==> src/rtl/core/bgpdf_pkg.sv <==
// Package for the BGP-4 message deframer: header layout constants,
// result kind codes and the result word type. No dependencies.
`default_nettype none

package bgpdf_pkg;

  localparam int BYTE_W   = 8;
  localparam int POS_W    = 5;
  localparam int LEN_W    = 13;
  localparam int OFFSET_W = 12;
  localparam int KIND_W   = 2;
  localparam int OUT_DATA_W = 32;

  // Header byte positions; PAYLOAD_POS marks the payload phase.
  localparam logic [POS_W-1:0] LEN_HI_POS  = POS_W'(16);
  localparam logic [POS_W-1:0] LEN_LO_POS  = POS_W'(17);
  localparam logic [POS_W-1:0] TYPE_POS    = POS_W'(18);
  localparam logic [POS_W-1:0] PAYLOAD_POS = POS_W'(19);

  localparam logic [LEN_W-1:0] HEADER_LEN = LEN_W'(19);
  localparam logic [LEN_W-1:0] LENGTH_CAP = LEN_W'(4096);

  localparam logic [BYTE_W-1:0] TYPE_FIRST = BYTE_W'(1);
  localparam logic [BYTE_W-1:0] TYPE_LAST  = BYTE_W'(4);

  typedef enum logic [KIND_W-1:0] {
    KIND_PAYLOAD = 2'd0,
    KIND_EMPTY   = 2'd1,
    KIND_ERROR   = 2'd2
  } kind_t;

  typedef struct packed {
    kind_t                kind;
    logic [BYTE_W-1:0]    message_type;
    logic [BYTE_W-1:0]    payload_byte;
    logic [OFFSET_W-1:0]  payload_offset;
    logic                 last_of_message;
  } result_t;

  function automatic logic type_known(input logic [BYTE_W-1:0] t);
    return (t >= TYPE_FIRST) && (t <= TYPE_LAST);
  endfunction

endpackage

`default_nettype wire

==> src/rtl/core/bgp_message_deframer.sv <==
// BGP-4 message deframer top level: header counting, length check and
// payload byte tagging with an output register and skid stage. Uses bgpdf_pkg.
`default_nettype none

// The block takes one stream byte per word and accepts a word in every
// cycle unless the skid stage is full. The header state and the result
// are computed in the same cycle as the accept; a result is registered
// in the output register, or in the one-word skid stage when the
// output register holds an untaken word. The slave side stalls only when
// both hold a word that the master side has not yet taken. While the skid
// stage is full, every byte waits, including marker, length and
// unknown-type payload bytes that give no result.
module bgp_message_deframer (
  input  wire logic                               clk,
  input  wire logic                               rst,
  input  wire logic                               cfg_we,
  input  wire logic [bgpdf_pkg::LEN_W-1:0]        cfg_data,   // max_message_length
  input  wire logic                               s_axis_tvalid,
  output logic                                    s_axis_tready,
  input  wire logic [bgpdf_pkg::BYTE_W-1:0]       s_axis_tdata,  // [7:0] rx_byte
  output logic                                    m_axis_tvalid,
  input  wire logic                               m_axis_tready,
  // [7:0] message_type, [15:8] payload_byte, [27:16] payload_offset, [31:28] zero
  output logic [bgpdf_pkg::OUT_DATA_W-1:0]        m_axis_tdata,
  output logic [bgpdf_pkg::KIND_W-1:0]            m_axis_tuser,  // [1:0] kind
  output logic                                    m_axis_tlast   // last_of_message
);
  import bgpdf_pkg::*;

  logic [LEN_W-1:0]  max_message_length;
  logic [POS_W-1:0]  header_position, header_position_next;
  logic [LEN_W-1:0]  message_length, message_length_next;
  logic [BYTE_W-1:0] current_type, current_type_next;
  logic [LEN_W-1:0]  payload_remaining, payload_remaining_next;

  result_t res;
  logic    res_valid;
  result_t out_word, skid_word;
  logic    out_valid, skid_valid;

  logic              accept;
  logic [POS_W-1:0]  pos;
  logic [15:0]       full_len;
  logic [LEN_W-1:0]  limit;
  logic [LEN_W-1:0]  total;
  logic [LEN_W-1:0]  new_remaining;
  logic [LEN_W-1:0]  offset;

  assign s_axis_tready = !skid_valid;
  assign accept        = s_axis_tvalid && s_axis_tready;

  always_comb begin
    pos = (header_position > PAYLOAD_POS) ? '0 : header_position;
    full_len = {message_length[BYTE_W-1:0], s_axis_tdata};
    limit = (max_message_length > LENGTH_CAP) ? LENGTH_CAP : max_message_length;
    total = message_length - HEADER_LEN;
    new_remaining = message_length - HEADER_LEN;
    offset = total - payload_remaining;

    header_position_next   = header_position;
    message_length_next    = message_length;
    current_type_next      = current_type;
    payload_remaining_next = payload_remaining;
    res_valid              = 1'b0;
    res.kind               = KIND_PAYLOAD;
    res.message_type       = s_axis_tdata;
    res.payload_byte       = '0;
    res.payload_offset     = '0;
    res.last_of_message    = 1'b1;

    priority if (pos < LEN_HI_POS) begin
      header_position_next = pos + POS_W'(1);
    end else if (pos == LEN_HI_POS) begin
      message_length_next  = LEN_W'(s_axis_tdata);
      header_position_next = LEN_LO_POS;
    end else if (pos == LEN_LO_POS) begin
      // A length field beyond the cap is stored as zero, which fails later.
      message_length_next  = (full_len > 16'(LENGTH_CAP)) ? '0 : full_len[LEN_W-1:0];
      header_position_next = TYPE_POS;
    end else if (pos == TYPE_POS) begin
      current_type_next = s_axis_tdata;
      if (message_length < HEADER_LEN || message_length > limit) begin
        header_position_next   = '0;
        payload_remaining_next = '0;
        res_valid              = 1'b1;
        res.kind               = KIND_ERROR;
      end else begin
        payload_remaining_next = new_remaining;
        if (new_remaining == '0) begin
          header_position_next = '0;
          res_valid            = type_known(s_axis_tdata);
          res.kind             = KIND_EMPTY;
        end else begin
          header_position_next = PAYLOAD_POS;
        end
      end
    end else begin
      if (payload_remaining == '0 || message_length < HEADER_LEN ||
          payload_remaining > total) begin
        // Inconsistent counters: this byte counts as the first marker byte.
        header_position_next   = POS_W'(1);
        payload_remaining_next = '0;
      end else begin
        payload_remaining_next = payload_remaining - LEN_W'(1);
        if (payload_remaining == LEN_W'(1)) begin
          header_position_next = '0;
        end
        res_valid           = type_known(current_type);
        res.kind            = KIND_PAYLOAD;
        res.message_type    = current_type;
        res.payload_byte    = s_axis_tdata;
        res.payload_offset  = offset[OFFSET_W-1:0];
        res.last_of_message = (payload_remaining == LEN_W'(1));
      end
    end
  end

  always_ff @(posedge clk) begin
    if (rst) begin
      max_message_length <= LENGTH_CAP;
      header_position    <= '0;
      message_length     <= '0;
      current_type       <= '0;
      payload_remaining  <= '0;
    end else begin
      if (cfg_we) begin
        max_message_length <= cfg_data;
      end
      if (accept) begin
        header_position   <= header_position_next;
        message_length    <= message_length_next;
        current_type      <= current_type_next;
        payload_remaining <= payload_remaining_next;
      end
    end
  end

  // Output register with a one-word skid stage behind it.
  always_ff @(posedge clk) begin
    if (rst) begin
      out_valid  <= 1'b0;
      skid_valid <= 1'b0;
    end else begin
      if (!out_valid || m_axis_tready) begin
        if (skid_valid) begin
          out_valid  <= 1'b1;
          out_word   <= skid_word;
          skid_valid <= 1'b0;
        end else begin
          out_valid <= accept && res_valid;
          if (accept && res_valid) begin
            out_word <= res;
          end
        end
      end else if (accept && res_valid) begin
        skid_valid <= 1'b1;
        skid_word  <= res;
      end
    end
  end

  assign m_axis_tvalid = out_valid;
  assign m_axis_tdata  = {4'b0, out_word.payload_offset, out_word.payload_byte,
                          out_word.message_type};
  assign m_axis_tuser  = out_word.kind;
  assign m_axis_tlast  = out_word.last_of_message;

`ifndef NO_ASSERTIONS
  a_skid_behind_out: assert property (@(posedge clk) disable iff (rst)
    skid_valid |-> out_valid)
    else $error("skid word held while output register empty");

  a_pos_range: assert property (@(posedge clk) disable iff (rst)
    header_position <= PAYLOAD_POS)
    else $error("header position out of range");

  a_payload_count: assert property (@(posedge clk) disable iff (rst)
    (header_position == PAYLOAD_POS) |-> (payload_remaining != '0))
    else $error("payload phase with no bytes remaining");

  a_end_marked: assert property (@(posedge clk) disable iff (rst)
    (out_valid && out_word.kind != KIND_PAYLOAD) |-> out_word.last_of_message)
    else $error("end or error result without last mark");
`endif

endmodule

`default_nettype wire
==> config.mk <==
export PLATFORM = sky130hd
export DESIGN_NAME = bgp_message_deframer
export DESIGN_NICKNAME = d
export VERILOG_FILES = /design/src/rtl/core/bgpdf_pkg.sv /design/src/rtl/core/bgp_message_deframer.sv
export SDC_FILE = /design/constraint.sdc
export NUM_CORES = 1
export LEC_CHECK = 0
export BUFFER_PORTS_ARGS = -buffer_cell sky130_fd_sc_hd__buf_2
export CORE_MARGIN = 2
export CORE_UTILIZATION = 60
export DETAILED_ROUTE_END_ITERATION = 8
export PLACE_DENSITY = 0.86
export SLEW_MARGIN = 10
export SYNTH_ARGS = -nofsm -noshare
export SYNTH_HDL_FRONTEND = slang
export SYNTH_SLANG_ARGS = --single-unit
==> constraint.sdc <==
create_clock -name clk -period 7.15 [get_ports clk]
set_input_delay 0.3575 -clock clk [delete_from_list [all_inputs] [get_ports clk]]
set_output_delay 0.3575 -clock clk [all_outputs]
set_load 0.005 [all_outputs]
==> impl_metrics.yaml, run 1 <==
sta:
  worst_pin_slew_ns: 1.22
  fmax_ghz: 0.188
  layout_min_cycle_time_ns: 5.33
  finClkSkew_ns: 0.00901
  period_share: 0.745
  grt_setup_unrepaired: "no"
  finalSetupViolCount: 0
  hold_slack_ns: 0.0680
  maxSlewHeadroom: 0.189
  slew_violations: 0
  tns_ns: 0
  finalHoldViolCount: 0
clock_network:
  cts_max_level: 4
  numCtsBuffers: 17
  insertion_delay_ns: 0.53
  cts_root_buffer: "clkbuf_8"
  clockBufferDepth: 2
  cts_resized: 0
  cts_setup_buffers: 0
  clk_pin_slew_ns: 0.06
  cts_hold_buffers: 0
  cts_tree: "built"
  clock_sinks: 116
hold_path:
  hold_path.class: "in -> reg"
  hp-start: "cfg_data[12]"
worst_setup_path:
  critical_path_class: "reg -> reg"
  startpoint: "message_length[0]$_SDFFE_PP0P_"
  crit_path_max_fanout: 27
  startpoint_type: "register"
  crit_chain: "ha_1 -> o31ai_1 -> nand3_1 -> nor3_1 -> xnor2_1 -> ha_1 -> nand4_1 -> o41ai_1 -> and4bb_1 -> a21oi_1 -> or4_1 -> mux2_4 -> mux2_2"
  worstSetupEndpointType: "register"
  arrival_ns: 5.60
  cp_slowest_stage_delay_ns: 1.04
  cp_slowest_cell: "or4_1"
  timing.rr.start: "message_length[0]$_SDFFE_PP0P_"
  cpMostUsedCell: "ha_1"
  crit_required_ns: 7.42
route:
  drtIter0Drc: 509
  drc: 0
  wire_per_inst_um: 20.7
  drt_first_pass_iters: 5
  drt-total-wl_um: 17700
  vias: 5500
  ant_nets: 0
  viasPerCell: 6.43
global_routing:
  grt_max_degree: 48
  grt_usage: 0.312
  grt_antenna_before_repair: 0
  grt_pass1_wl_um: 28000
  overflow: 0
  grt_pass1_vias: 5370
layout:
  final_cell_mix: "72 x nor2_1, 69 x nand2_1, 62 x edfxtp_1"
  mostFrequentLayoutCell: "nor2_1"
  fin_area_um2: 7510
  final-instance-count-excl-fill: 856
  drive_gt1_frac: 0.191
  area_growth_pct: 14.2
  final_nets: 773
  n_antenna_cell: 0
synthesis:
  synth_cell_types: 69
  yosysWarnings: 0
  synth-edff-count: 62
  yosysSeqAreaShare: 0.448
  post_synth.cell_area_avg_um2: 10.0
  synth-seq-cells: 116
  syn-cell-area_um2: 6570
  synthCells: 655
  synthFlopType: "edfxtp_1"
  synthArstFlopShare: 0
die:
  die_w_um: 109
  die_h_um: 109
  start_util: 0.612
  num_rows: 38
  die_area_um2: 11800
  core_area_um2: 10700
  num_io_pins: 63
power_and_ir_drop:
  finalPower_mw: 1.75
  powerDensity_nw_per_um2: 233
  p_leak_nw: 3.06
  irDropWorstVdd_v: 0.000164
run:
  drv_cap: 0
place:
  hpwl_um: 11700
  io_buffers: 58
  post_dp_cell_area_um2: 6900
  gp_congestion: 0.894
  dp.cells: 824
outcome:
  outcome: "finished, final reports clean"
## worst max-delay path, delay by kind of cell (launching register included)
kind | cells | cell delay (ns)
muxes | 2 | 0.65
adders and majority gates | 2 | 0.69
xor gates and xnor gates | 1 | 0.12
AOI/OAI and AO/OA | 3 | 1.33
DFF | 1 | 0.40
and+or+nand+nor | 5 | 1.88
## through the flow
| step | setup WS (ns) | util |
|---|---|---|
| 6_report | 1.82 | 0.699 |
| 3_3_place_gp | 2.18 | 0.642 |
| 2_1_floorplan | 1.40 | - |
| 4_1_cts | 1.87 | 0.699 |
| 3_5_place_dp | 1.95 | 0.642 |
| 5_1_grt | 1.42 | 0.699 |
## routing by layer
metal | routed length (um) | GRT usage | part of all wire | vias to the layer above
li1 | - | - | - | 2502
met1 | 6990 | 0.386 | 0.39 | 2617
met2 | 8720 | 0.529 | 0.49 | 330
met3 | 1570 | 0.0717 | 0.089 | 51
met4 | 425 | 0.119 | 0.024 | 0
met5 | 0 | 0 | 0 | -
## flip-flops by register name, indices dropped and copies added (netlist names)
register and cells:
m_axis_tuser 2, m_axis_tlast 1, skid_word 31, m_axis_tvalid 1, payload_remaining 13, m_axis_tdata 28
max_message_length 13, skid_valid 1, message_length 13, header_position 5, current_type 8
## path summary, 6_finish.rpt
path                                                             to  slack (ns)  cells after the start
worst max register to register            m_axis_tdata[0]$_DFFE_PP_        1.82                     13
worst min register to register         current_type[2]$_SDFFE_PP0P_        0.48                      2
worst min-delay path            max_message_length[12]$_SDFFE_PP1P_        0.07                      3
worst max-delay path                      m_axis_tdata[0]$_DFFE_PP_        1.82                     13
## cell type report
type / count / area, um^2
Multi-Input combinational cell: 481 / 3370
Fill cell: 725 / 3240
Sequential cell: 116 / 2940
Clock buffer: 17 / 414
Timing Repair Buffer: 61 / 313
Clock inverter: 15 / 198
Tap cell: 140 / 175
Inverter: 26 / 97.6
## cell usage after synthesis, types with 5 or more instances
library cell	number	area share
a22oi_1	12	0.014
dfxtp_1	54	0.16
o21ai_0	19	0.014
nand3_1	13	0.0099
or4_1	5	0.0057
nor4_1	7	0.0067
nor2_1	72	0.041
nand4_1	11	0.010
o21a_1	6	0.0069
a211oi_1	6	0.0069
edfxtp_1	62	0.28
nor2b_1	6	0.0057
nor3_1	18	0.014
a21oi_1	23	0.018
o31ai_1	11	0.013
mux2_2	23	0.039
buf_2	6	0.0046
clkbuf_1	19	0.011
xor2_1	9	0.012
o211ai_1	6	0.0069
nand2_1	69	0.039
buf_4	5	0.0057
and2_1	10	0.0095
xnor2_1	13	0.017
o221ai_1	5	0.0067
ha_1	43	0.082
mux2i_1	14	0.021
mux2_4	8	0.018
inv_1	25	0.014
## cell families after synthesis
kind of cell,Yosys count,synth area share
xor gates and xnor gates,22,0.0293
adders and majority gates,44,0.0849
and+or+nand+nor,234,0.170
other,1,0.000571
DFF,116,0.448
buffers and inverters,61,0.0423
AOI/OAI and AO/OA,132,0.146
muxes,45,0.0790
## report_power, final
part / switching [mW] / internal [mW]
logic: 0.0975 / 0.0576
clock network: 0.335 / 0.541
registers: 0.00982 / 0.705
Note: power is estimated with default switching activity, not from simulation.
==> run 2, diff against run 1 <==
==> constraint.sdc (replaced) <==
create_clock -name clk -period 5.4 [get_ports clk]
set_input_delay 0.27 -clock clk [delete_from_list [all_inputs] [get_ports clk]]
set_output_delay 0.27 -clock clk [all_outputs]
set_load 0.005 [all_outputs]
==> run 2 against run 1 <==
  * Clock-buffer cell count unchanged
  * Clock skew increased by 0.0023 ns
  * Non-clock buffer count grew 15
  * Sequential cell count unchanged
  * Final area up 1.7%
  * Die area did not move
  * Largest cell class unchanged
==> impl_metrics.yaml, run 2 (synthesis results as in run 1) <==
sta:
  finalSetupViolCount: 0
  fin_ws_ns: 0.629
  tns_ns: 0
  layout_min_cycle_time_ns: 4.77
  fmax_ghz: 0.210
  worst_pin_slew_ns: 1.07
  grt_setup_unrepaired: "no"
  slew_violations: 0
  period_share: 0.884
  maxSlewHeadroom: 0.284
  finClkSkew_ns: 0.0113
  finalHoldViolCount: 0
clock_network:
  cts_tree: "built"
  clock_sinks: 116
  cts_root_buffer: "clkbuf_8"
  numCtsBuffers: 17
  clockBufferDepth: 2
  insertion_delay_ns: 0.54
  clk_pin_slew_ns: 0.06
  cts_max_level: 4
layout:
  drive_gt1_frac: 0.192
  area_growth_pct: 16.2
  final_cell_mix: "72 x nor2_1, 69 x nand2_1, 62 x edfxtp_1"
  nFillCells: 702
  final_nets: 788
  largest_reg_flops: 31
  fin_util: 0.711
  n_antenna_cell: 0
  top_register: "skid_word"
  mostFrequentLayoutCell: "nor2_1"
worst_setup_path:
  crit_chain: "ha_1 -> o31ai_1 -> nand3_1 -> nor3_1 -> xnor2_1 -> ha_1 -> nand4_1 -> o41ai_1 -> and4bb_1 -> a21oi_2 -> or4_1 -> buf_4 -> nor2_1 -> mux2_2"
  crit_cells: 14
  startpoint_type: "register"
  cp_slowest_stage_delay_ns: 0.58
  critPathTopFamily: "simple AND/OR/NAND/NOR gates"
  r2r_slack_ns: 0.63
  cpMostUsedCell: "ha_1"
  cp_slowest_cell: "or4_1"
  rr_worst_depth: 14
  arrival_ns: 5.05
  critical_path_class: "reg -> reg"
  worstSetupEndpointType: "register"
  crit_path_max_fanout: 19
  reg2reg_to: "m_axis_tdata[21]$_DFFE_PP_"
  timing.rr.start: "message_length[0]$_SDFFE_PP0P_"
  crit_required_ns: 5.68
  path_buf_inv: 1
die:
  start_util: 0.612
  core_area_um2: 10700
  die_w_um: 109
  die_area_um2: 11800
  num_rows: 38
  num_io_pins: 63
  die_h_um: 109
hold_path:
  hold_end: "current_type[5]$_SDFFE_PP0P_"
  hold_depth: 3
  hold_path.class: "in -> reg"
  hp-start: "s_axis_tdata[5]"
route:
  drc: 0
  viasPerCell: 6.50
  drt-total-wl_um: 18300
  vias: 5665
  wire_per_inst_um: 21.0
  drt_first_pass_iters: 7
  drtIter0Drc: 691
  ant_nets: 0
power_and_ir_drop:
  irDropWorstVdd_v: 0.000308
  p_leak_nw: 3.12
  powerDensity_nw_per_um2: 300
global_routing:
  grt_max_degree: 48
  overflow: 0
  grt_usage: 0.326
  grt_pass1_vias: 5456
  grt_pass1_wl_um: 29000
  grt_antenna_before_repair: 0
outcome:
  outcome: "finished, final reports clean"
run:
  drv_cap: 0
place:
  io_buffers: 58
  gp_congestion: 0.953
  hpwl_um: 12100
  place_ws_ns: 0.467
## run 2: cell count changes in the layout (fill, tap and decap cells not counted), sizes merged
cell	previous run	this run
dlygate4sd3	0	13
buf	61	63
bufinv	3	2
clkinv	6	5
clkinvlp	1	2
inv	31	32
## run 2: worst max-delay path by stage
| stage | slack [ns] | from | endpoint |
|---|---|---|---|
| after CTS | 0.43 | message_length[0]$_SDFFE_PP0P_ | m_axis_tdata[21]$_DFFE_PP_ |
| after detailed placement | 0.47 | message_length[0]$_SDFFE_PP0P_ | m_axis_tdata[21]$_DFFE_PP_ |
| final | 0.63 | message_length[0]$_SDFFE_PP0P_ | m_axis_tdata[21]$_DFFE_PP_ |
| after global placement | 0.69 | message_length[0]$_SDFFE_PP0P_ | m_axis_tdata[22]$_DFFE_PP_ |
| after floorplan | 0.60 | message_length[0]$_SDFFE_PP0P_ | skid_word[0]$_DFFE_PP_ |
| after global routing | 0.33 | message_length[0]$_SDFFE_PP0P_ | m_axis_tdata[21]$_DFFE_PP_ |
## run 2: metal layers
layer,track usage,vias up,wire (um)
met1,0.403,2705,6940
met2,0.546,360,8960
met4,0.152,0,815
met3,0.0699,67,1590
li1,-,2533,-
met5,0,-,0
## run 2: worst register-to-register path: cells and delay by family (launching register included)
family,cells,cell delay [ns]
XOR/XNOR,1,0.13
adder cells (fa/ha/maj),2,0.68
flip-flops,1,0.40
AND/OR/NAND/NOR,6,1.59
buffers and inverters,1,0.35
AO/OA/AOI/OAI,3,1.09
multiplexers,1,0.28
## run 2: timing repair
item	in CTS	in global routing
gates resized for setup	0	1
hold buffers	13	0
setup buffers	0	0
endpoints found under the hold margin	13	0
setup endpoints to repair	0	1
## run 2: stage by stage
step | power [mW] | hold slack [ns] | instance area [um^2] | cells
2_1_floorplan | 1.11 | 0.400 | 6590 | 658
3_3_place_gp | 1.15 | 0.455 | 6920 | 826
3_5_place_dp | 1.16 | 0.460 | 6920 | 826
4_1_cts | 2.28 | 0.00600 | 7630 | 871
5_1_grt | 2.34 | 0.0449 | 7640 | 871
6_report | 2.29 | 0.0257 | 7640 | 871
## run 2: cell type report
class	count	area, um^2	area share
Clock buffer	17	414	0.0542
Multi-Input combinational cell	481	3380	0.442
Tap cell	140	175	0.0229
Sequential cell	116	2940	0.385
Inverter	26	97.6	0.0128
Clock inverter	15	173	0.0226
Timing Repair Buffer	76	458	0.0600
## run 2: report_power, final
group	switching [mW]	total, mW	internal [mW]
Sequential	0.0130	0.946	0.933
Clock	0.460	1.13	0.670
Combinational	0.130	0.213	0.0829
Total	0.603	2.29	1.69
==> run 3, diff against run 2 <==
--- a/config.mk
+++ b/config.mk
@@ -10,6 +10,7 @@
 export CORE_UTILIZATION = 60
 export DETAILED_ROUTE_END_ITERATION = 8
 export PLACE_DENSITY = 0.86
+export REMOVE_ABC_BUFFERS = 1
 export SLEW_MARGIN = 10
 export SYNTH_ARGS = -nofsm -noshare
 export SYNTH_HDL_FRONTEND = slang
==> run 3 against run 2 <==
  * Maximum frequency shrank 0.25%
  * Highest routed layer unchanged
  * Clock skew down 0.0032 ns
  * Power rose by 2.0%
  * Core utilization rose by 0.058 points
  * Worst setup slack lost 0.012 ns
  * Via count is 0.83% lower
  * Critical path type unchanged
  * Routed wire length is 3.3% lower
  * Critical path depth stayed put
  * Final cell count is 0.11% lower
  * Register-to-register slack about the same
==> impl_metrics.yaml, run 3 (synthesis results as in run 1) <==
outcome:
  outcome: "finished, final reports clean"
sta:
  grt_setup_unrepaired: "no"
  slew_violations: 0
  finalSetupViolCount: 0
  fin_ws_ns: 0.617
  tns_ns: 0
  hold_slack_ns: 0.0283
  worst_pin_slew_ns: 0.986
  finalHoldViolCount: 0
  period_share: 0.886
  layout_min_cycle_time_ns: 4.78
  maxSlewHeadroom: 0.337
  finClkSkew_ns: 0.00810
  fmax_ghz: 0.209
worst_setup_path:
  crit_path_max_fanout: 19
  cp_slowest_stage_delay_ns: 0.57
  cpMostUsedCell: "ha_1"
  rr_worst_depth: 14
  arrival_ns: 5.07
  crit_required_ns: 5.69
  reg2reg_to: "m_axis_tdata[21]$_DFFE_PP_"
  timing.rr.start: "message_length[0]$_SDFFE_PP0P_"
  crit_chain: "ha_1 -> o31ai_1 -> nand3_1 -> nor3_1 -> xnor2_1 -> ha_1 -> nand4_1 -> o41ai_1 -> and4bb_1 -> a21oi_2 -> or4_1 -> buf_4 -> nor2_1 -> mux2_2"
  worstSetupEndpointType: "register"
  r2r_slack_ns: 0.62
  cp_slowest_cell: "or4_1"
  critical_path_class: "reg -> reg"
  startpoint_type: "register"
layout:
  final-instance-count-excl-fill: 870
  final_nets: 787
  mostFrequentLayoutCell: "nor2_1"
  final_cell_mix: "72 x nor2_1, 69 x nand2_1, 62 x edfxtp_1"
  fin_area_um2: 7640
  top_register: "skid_word"
  n_antenna_cell: 0
  drive_gt1_frac: 0.192
  largest_reg_flops: 31
  area_growth_pct: 16.3
  fin_util: 0.711
hold_path:
  hold_depth: 3
  hp-start: "cfg_data[7]"
  hold_end: "max_message_length[7]$_SDFFE_PP0P_"
  hold_path.class: "in -> reg"
clock_network:
  clock_sinks: 116
  cts_max_level: 4
  clockBufferDepth: 2
  insertion_delay_ns: 0.54
  cts_setup_buffers: 0
  numCtsBuffers: 17
  clk_pin_slew_ns: 0.06
  cts_root_buffer: "clkbuf_8"
  cts_tree: "built"
place:
  place_ws_ns: 0.540
  post_dp_cell_area_um2: 6910
  io_buffers: 58
  hpwl_um: 11800
  gp_congestion: 0.987
  dp.cells: 826
power_and_ir_drop:
  irDropWorstVdd_v: 0.000172
  powerDensity_nw_per_um2: 305
  finalPower_mw: 2.33
  p_leak_nw: 3.12
route:
  wire_per_inst_um: 20.3
  vias: 5618
  drc: 0
  ant_nets: 0
  drtIter0Drc: 702
  drt_first_pass_iters: 6
  drt-total-wl_um: 17700
  viasPerCell: 6.46
global_routing:
  grt_pass1_vias: 5426
  grt_pass1_wl_um: 28000
  grt_max_degree: 48
  grt_usage: 0.310
  overflow: 0
  grt_antenna_before_repair: 0
die:
  core_area_um2: 10700
  num_io_pins: 63
  start_util: 0.612
  die_area_um2: 11800
  die_h_um: 109
  die_w_um: 109
  num_rows: 38
run:
  drv_cap: 0
==> run 3: how the worst max path moves through the flow <==
stage	start	end	slack [ns]	depth (start not counted)
floorplan	message_length[0]$_SDFFE_PP0P_	skid_word[0]$_DFFE_PP_	-0.34	14
finish	message_length[0]$_SDFFE_PP0P_	m_axis_tdata[21]$_DFFE_PP_	0.62	14
global placement	message_length[0]$_SDFFE_PP0P_	m_axis_tdata[21]$_DFFE_PP_	0.76	14
CTS	message_length[0]$_SDFFE_PP0P_	m_axis_tdata[21]$_DFFE_PP_	0.50	14
detailed placement	message_length[0]$_SDFFE_PP0P_	m_axis_tdata[21]$_DFFE_PP_	0.54	14
global route	message_length[0]$_SDFFE_PP0P_	m_axis_tdata[21]$_DFFE_PP_	0.21	14
==> run 3: critical path, delay by kind of cell (launching register included) <==
kind	cells	cell delay, ns
compound gates	3	1.08
xor+xnor	1	0.13
mux	1	0.27
flops	1	0.39
buf+inv	1	0.36
simple gates	6	1.60
fa+ha+maj	2	0.69
==> run 3: repair_timing <==
item / in CTS / in global routing
setup endpoints to repair: 0 / 1
resized for setup: 0 / 1
hold endpoints to repair: 12 / 0
hold buffers: 12 / 0
==> run 3: final cells by class <==
type                       count  area, um^2
sequential                   116        2940
inverter                      26        97.6
clock buffer                  17         414
multi-input combinational    481        3370
clock inverter                15         195
fill                         762        3100
timing repair buffer          75         448
tap                          140         175
==> run 3: power by group <==
| part | switching [mW] | leakage [nW] | internal [mW] |
|---|---|---|---|
| sequential | 0.0122 | 0.990 | 0.933 |
| combinational | 0.127 | 1.83 | 0.0824 |
| clock | 0.462 | 0.298 | 0.718 |
==> run 3: routing by layer <==
| layer | global-route usage | routed length [um] | vias up |
|---|---|---|---|
| li1 | - | - | 2532 |
| met3 | 0.0556 | 1470 | 82 |
| met2 | 0.513 | 8510 | 366 |
| met4 | 0.148 | 806 | 0 |
| met1 | 0.393 | 6900 | 2638 |
| met5 | 0 | 0 | - |
